<file path="config.mk">
export PLATFORM = sky130hd
export DESIGN_NAME = cse_controller
export DESIGN_NICKNAME = d
export VERILOG_FILES = /design/src/hdl/cse_pkg.sv /design/src/hdl/cse_controller.sv
export SDC_FILE = /design/constraint.sdc
export NUM_CORES = 1
export LEC_CHECK = 0
export ABC_CLOCK_PERIOD_IN_PS = 3300
export BUFFER_PORTS_ARGS = -buffer_cell sky130_fd_sc_hd__buf_2
export CAP_MARGIN = 20
export CORE_MARGIN = 4
export CORE_UTILIZATION = 55
export DETAILED_ROUTE_END_ITERATION = 10
export PLACE_DENSITY = 0.81
export SYNTH_ARGS = -nofsm -noshare
export SYNTH_HDL_FRONTEND = slang
export SYNTH_SLANG_ARGS = --single-unit
</file>
<file path="constraint.sdc">
create_clock -name clk_i -period 3.3 [get_ports clk_i]
set_clock_uncertainty 0.1 [all_clocks]
set_input_delay 0.495 -clock clk_i [delete_from_list [all_inputs] [get_ports clk_i]]
set_output_delay 0.495 -clock clk_i [all_outputs]
set_load 0.005 [all_outputs]
</file>
<file path="src/hdl/cse_pkg.sv">
package cse_pkg;

  // Field widths.
  localparam int unsigned ELEM_W  = 16;
  localparam int unsigned RAW_W   = 24;
  localparam int unsigned COS_W   = 16;
  localparam int unsigned STS_W   = 2;

  // Accumulator, root and quotient widths.
  localparam int unsigned ACC_W   = 48;
  localparam int unsigned RAD_W   = 64;
  localparam int unsigned NORM_W  = 32;
  localparam int unsigned DEN_W   = 64;
  localparam int unsigned REM_W   = 64;
  localparam int unsigned Q_W     = 21;
  localparam int unsigned FRAC_SH = 16;
  localparam int unsigned DIV_SH  = 31;
  localparam int unsigned DIVN_W  = ACC_W + DIV_SH;

  // Iteration counts of the shared square-root unit and of the divider.
  localparam int unsigned SQRT_STEPS = 32;
  localparam int unsigned DIV_STEPS  = DIVN_W;
  localparam int unsigned CNT_W      = $clog2(DIV_STEPS);

  localparam logic [RAD_W-1:0] SQRT_B0   = RAD_W'(1) << 62;
  localparam logic [Q_W-1:0]   Q_CLAMP   = Q_W'(1) << 20;
  localparam logic [Q_W-1:0]   Q_POS_MAX = Q_W'(32767);
  localparam logic [Q_W-1:0]   Q_NEG_MAX = Q_W'(32768);

  // Result status codes.
  localparam logic [STS_W-1:0] ST_OK        = 2'd0;
  localparam logic [STS_W-1:0] ST_ZERO_NORM = 2'd1;
  localparam logic [STS_W-1:0] ST_TOO_LONG  = 2'd2;

  typedef struct packed {
    logic              accumulate;
    logic              sqrt_load;
    logic              sqrt_sel;
    logic              sqrt_step;
    logic              save_norm;
    logic              mul;
    logic              div_step;
    logic              publish;
    logic [STS_W-1:0]  pub_status;
  } cse_cmd_t;

  typedef struct packed {
    logic too_long;
    logic zero_norm;
    logic out_free;
  } cse_sts_t;

endpackage

</file>
<file path="src/hdl/cse_controller.sv">
module cse_controller import cse_pkg::*; (
  input  logic     clk_i,
  input  logic     rst_ni,
  input  logic     in_valid_i,
  input  logic     is_last_i,
  output logic     in_ready_o,
  input  cse_sts_t sts_i,
  output cse_cmd_t cmd_o
);

  localparam logic [2:0] S_ACC   = 3'd0;
  localparam logic [2:0] S_CHECK = 3'd1;
  localparam logic [2:0] S_SQU   = 3'd2;
  localparam logic [2:0] S_LDV   = 3'd3;
  localparam logic [2:0] S_SQV   = 3'd4;
  localparam logic [2:0] S_MUL   = 3'd5;
  localparam logic [2:0] S_DIV   = 3'd6;
  localparam logic [2:0] S_PUB   = 3'd7;

  logic [2:0]       state_q, state_d;
  logic [CNT_W-1:0] cnt_q, cnt_d;
  logic [STS_W-1:0] pend_q, pend_d;

  always_comb begin
    state_d = state_q;
    cnt_d   = cnt_q;
    pend_d  = pend_q;
    cmd_o   = '0;
    cmd_o.pub_status = pend_q;
    in_ready_o = 1'b0;
    unique case (state_q)
      S_ACC: begin
        in_ready_o       = 1'b1;
        cmd_o.accumulate = in_valid_i;
        if (in_valid_i && is_last_i) begin
          state_d = S_CHECK;
        end
      end
      S_CHECK: begin
        cnt_d = '0;
        if (sts_i.too_long) begin
          pend_d  = ST_TOO_LONG;
          state_d = S_PUB;
        end else if (sts_i.zero_norm) begin
          pend_d  = ST_ZERO_NORM;
          state_d = S_PUB;
        end else begin
          pend_d          = ST_OK;
          cmd_o.sqrt_load = 1'b1;
          state_d         = S_SQU;
        end
      end
      S_SQU: begin
        cmd_o.sqrt_step = 1'b1;
        cnt_d           = cnt_q + CNT_W'(1);
        if (cnt_q == CNT_W'(SQRT_STEPS - 1)) begin
          state_d = S_LDV;
        end
      end
      S_LDV: begin
        cmd_o.save_norm = 1'b1;
        cmd_o.sqrt_load = 1'b1;
        cmd_o.sqrt_sel  = 1'b1;
        cnt_d           = '0;
        state_d         = S_SQV;
      end
      S_SQV: begin
        cmd_o.sqrt_step = 1'b1;
        cnt_d           = cnt_q + CNT_W'(1);
        if (cnt_q == CNT_W'(SQRT_STEPS - 1)) begin
          state_d = S_MUL;
        end
      end
      S_MUL: begin
        cmd_o.mul = 1'b1;
        cnt_d     = '0;
        state_d   = S_DIV;
      end
      S_DIV: begin
        cmd_o.div_step = 1'b1;
        cnt_d          = cnt_q + CNT_W'(1);
        if (cnt_q == CNT_W'(DIV_STEPS - 1)) begin
          state_d = S_PUB;
        end
      end
      S_PUB: begin
        if (sts_i.out_free) begin
          cmd_o.publish = 1'b1;
          state_d       = S_ACC;
        end
      end
      default: begin
        state_d = S_ACC;
      end
    endcase
  end

  always_ff @(posedge clk_i or negedge rst_ni) begin
    if (!rst_ni) begin
      state_q <= S_ACC;
      cnt_q   <= '0;
      pend_q  <= ST_OK;
    end else begin
      state_q <= state_d;
      cnt_q   <= cnt_d;
      pend_q  <= pend_d;
    end
  end

endmodule

</file>
==> Word-level counts from Yosys, hierarchy flattened <==
Index checks and enable logic that the tools add are counted.
{ "classes": {"add_sub_neg": 1, "eq_ne": 14, "mux": 22, "reduce_logical": 7} }
{ "ops": {"columns": ["operator", "n"], "rows": [
  ["3-bit case mux with 8 select lines", 1],
  ["3-bit two-way mux", 7],
  ["7-bit case mux with 2 select lines", 1],
  ["3-bit equality test, second input constant", 4],
  ["1-bit two-way mux", 11],
  ["2-bit inequality test, second input constant", 5],
  ["7-bit by 1-bit adder with 7-bit output, second input constant", 1],
  ["7-bit by 5-bit equality test with 1-bit output, second input constant", 1],
  ["7-bit equality test, second input constant", 1],
  ["3-bit by 2-bit equality test with 1-bit output, second input constant", 2],
  ["3-bit OR reduction", 2],
  ["5-bit AND reduction", 1],
  ["3-bit by 1-bit equality test with 1-bit output, second input constant", 1],
  ["3-bit logical NOT", 1],
  ["2-bit two-way mux", 1],
  ["1-bit case mux with 2 select lines", 1],
  ["2-bit nonzero test", 1],
  ["2-bit OR reduction", 1],
  ["1-bit logical AND", 1]
]} }
{ "totals": {"register_bits": 12, "elab_cells": 47} }

==> Longest topological paths before layout <==
{ "logic_depth": {"ltp_word": 3, "mapped_depth": 6, "mapped_depth_nobuf": 6} }

==> Worst setup path after synthesis <==
No wires, ideal clock.
{ "synth_timing": {"path_type": "flip-flop to flip-flop", "start": "register state_q[0]", "end": "register state_q[1]", "t_arrival_ps": 1488, "slack_ps": 1587, "path_stages_with_launch": 7, "n_path_buf": 0, "period_less_slack_ps": 1713, "cell_sequence": "dfrtp_1 > inv_1 > ha_1 > a21bo_2 > o22a_1 > nand3_2 > mux2_4"} }
{ "synth_via": {"elab_chain_len": 3, "elab_cells_between_ends": 15} }
{ "synth_lines": {"columns": ["element", "line", "rtl"], "rows": [
  ["start, declared", "cse_controller.sv:20", "logic [2:0] state_q, state_d;"],
  ["start signal, assigned", "cse_controller.sv:104", "state_q <= state_d;"],
  ["3-bit equality test (tied with other cells)", "cse_controller.sv:31", "unique case (state_q)"],
  ["2-bit inequality test (no line)", null, null],
  ["5-bit AND reduction (no line)", null, null]
]} }
Several ways; a longest one is shown, not always the timed one.
A chain may end at the register's enable or synchronous reset.

==> impl_metrics.yaml <==
status:
  status: "complete, no violations"
layout:
  drive_gt1_share_pct: 29.0
  final_nets: 114
  final_cell_mix: "buf_2, dfrtp_1, o21ai_0"
  area_growth_pct: 17.4
  final_common_cell: "buf_2"
  antenna_cells: 0
  fill_cells: 103
power:
  switching_share_pct: 41.3
  max-vdd-ir-drop_mv: 0.370
  power_frac_comb_pct: 53.5
  power_leakage_nw: 0.475
  clkPwrFrac_pct: 15.2
  pwr-share-seq_pct: 31.2
  p_sw_mw: 0.320
  power.density_nw_per_um2: 849
  internal_power_mw: 0.455
  report.power.total_mw: 0.775
timing:
  min_period_over_period_pct: 63.1
  relSlewSlack_pct: 66.3
  grt_setup_unrepaired: "no"
  slew_violations: 0
  tns_ns: 0
  min_period_ns: 2.08
  setup_violations: 0
  finalHoldViolCount: 0
  max_freq_ghz: 0.480
  tightest_slew_ns: 0.500
  holdWs_ns: 0.394
logic_synthesis:
  yosysUniqueCellTypes: 29
  yosysTopAreaCellShare_pct: 38.6
  synth_fa_ha_area_share_pct: 9.66
  syn_inst: 80
  synth_top_family_by_area: "simple AND/OR/NAND/NOR gates"
  synth_area_um2: 777
  synth.avg_cell_area_um2: 9.71
  synth_xor_area_share_pct: 0
  yosys-mux-area-fraction_pct: 4.83
  ys_seq_area_share_pct: 38.6
  synth_compound_area_share_pct: 21.4
  synth_top_cell_by_area: "dfrtp_1"
  synthesis.yosys.warnings: 0
  synth_fp_nets: 93
  synthTopCellsByArea: "dfrtp_1, ha_1, o21ai_0"
  synth-simple-area-share_pct: 22.1
  synth-seq-cells: 12
detailed_routing:
  first_iter_violations: 6
  wl_mm: 1.59
  ant_nets: 0
  vias_per_cell: 5.78
  vias: 665
  detail_route.wl_per_cell_um: 13.8
  drc: 0
  drtPass1Iterations: 4
clock_tree:
  cts_buffer_depth: 2
  root_buffer: "clkbuf_4"
  tritoncts: "built"
  post_cts_buffers: 0
  htree_levels: 1
  path_clk_slew_ns: 0.08
  clock_latency_ns: 0.28
  cts.sinks: 12
  cts_resized: 0
  cts_buffers: 3
  holdBufCountCts: 1
floorplan:
  dieArea_um2: 2080
  die_h_um: 45.6
  initial_core_util_pct: 59.0
  dieWidth_um: 45.6
  num_rows: 13
  core_region_area_um2: 1320
  io_pins: 18
global_route:
  grt_pass1_vias: 602
  grtUsageTotal_pct: 18.3
  grt_max_degree: 15
  grt_pass1_wl_mm: 2.73
  antenna_found_initial: 0
  grt-ovfl-total: 0
hold_path:
  hp-class: "input port to register"
  min-delay-start: "sts_i[2]"
  hold_depth: 2
setup_path:
  crit_family: "flip-flops"
  cp_data_arrival_time_ns: 1.49
  required_ns: 2.70
  cp_max_fo: 6
  critPathKind: "register to output pin"
  cpMaxStageDelayCell: "dfrtp_1"
  cp_cell_sequence: "inv_1 -> ha_1 -> mux2_2 -> buf_2"
  endpoint_kind: "output pin"
  cp-startpoint: "state_q[1]$_DFFE_PN0P_"
  regToRegStartpoint: "state_q[1]$_DFFE_PN0P_"
  cp_num_buf_inv: 2
  cp_slowest_stage_delay_ns: 0.41
  critical_path_depth: 4
  worstRegToRegCells: 6
  worstSetupStartpointType: "register"
placement:
  portBuffers: 17
  place.gp.congestion: 0.794
  hpwl_mm: 1.22
job:
  cap_viol_max_count: 0
-- cells by family (layout without fill, tap and decap cells) --
kind of cell,count (synthesis),in the layout
muxes,3,3
buffers and inverters,5,25
and+or+nand+nor,30,30
DFF,12,12
adders and majority gates,6,6
AOI/OAI and AO/OA,24,24
-- Yosys cell counts --
cell type and number:
dfrtp_1 12, o21ai_0 10, nand2_1 8, ha_1 6, nor2_1 4, and2_1 3, inv_1 3, nand2b_1 3
a21oi_1 2, a31oi_1 2, buf_4 2, mux2_2 2, nand3_1 2, nand4_1 2, nor2b_1 2, nor3_1 2
o211ai_1 2, o31ai_1 2, a21bo_2 1, a21o_2 1, a32oi_1 1, and3_1 1, mux2_4 1, nand3_2 1
nand3b_1 1, nand3b_4 1, o22a_1 1, o22ai_1 1, o31ai_4 1
-- cell type report --
class | instances | area [um2] | area share [%]
tap | 15 | 18.8 | 2.06
inverter | 3 | 11.3 | 1.23
sequential | 12 | 300 | 32.9
clock buffer | 4 | 36.3 | 3.98
timing repair buffer | 18 | 95.1 | 10.4
multi-input combinational | 63 | 450 | 49.4
-- stage by stage --
step                      setup slack [ns]  std cells  utilization [%]  area [um2]
final                                 1.22        115             69.2         912
after floorplan                       1.59         80                -         777
after CTS                             1.20        115             69.2         912
after global placement                1.54        110             65.7         866
after global routing                  1.13        115             69.2         912
after detailed placement              1.47        110             65.7         866
-- per-layer routing --
metal	part of all wire (%)	GRT usage (%)	vias up	wire [um]
met5	0	0	-	0
met4	1.8	7.02	0	28
met3	7.8	2.37	5	124
met2	45	28.7	26	717
met1	45	25.3	302	721
li1	-	-	332	-
-- registers in the layout, indices dropped and copies added, names as in the netlist --
signal,flops
pend_q,2
state_q,3
cnt_q,7
-- path summary, 6_finish.rpt --
kind                                     endpoint  slack, ns
hold / removal              pend_q[1]$_DFFE_PN0P_       0.39
setup / recovery                         cmd_o[6]       1.22
hold reg to reg             pend_q[0]$_DFFE_PN0P_       0.40
min in group asynchronous  state_q[2]$_DFFE_PN0P_       0.53
setup reg to reg           state_q[1]$_DFFE_PN0P_       1.47
max in group asynchronous    cnt_q[2]$_DFFE_PN0P_       2.35
-- power by group through the flow --
stage / registers [mW] / logic (mW) / clock network [mW]
after global placement: 0.240 / 0.403 / 0
after detailed placement: 0.243 / 0.415 / 0
final: 0.242 / 0.415 / 0.118
after floorplan: 0.225 / 0.323 / 0
after CTS: 0.241 / 0.420 / 0.122
after global routing: 0.251 / 0.473 / 0.130
Power figures use the tool's default switching activity.
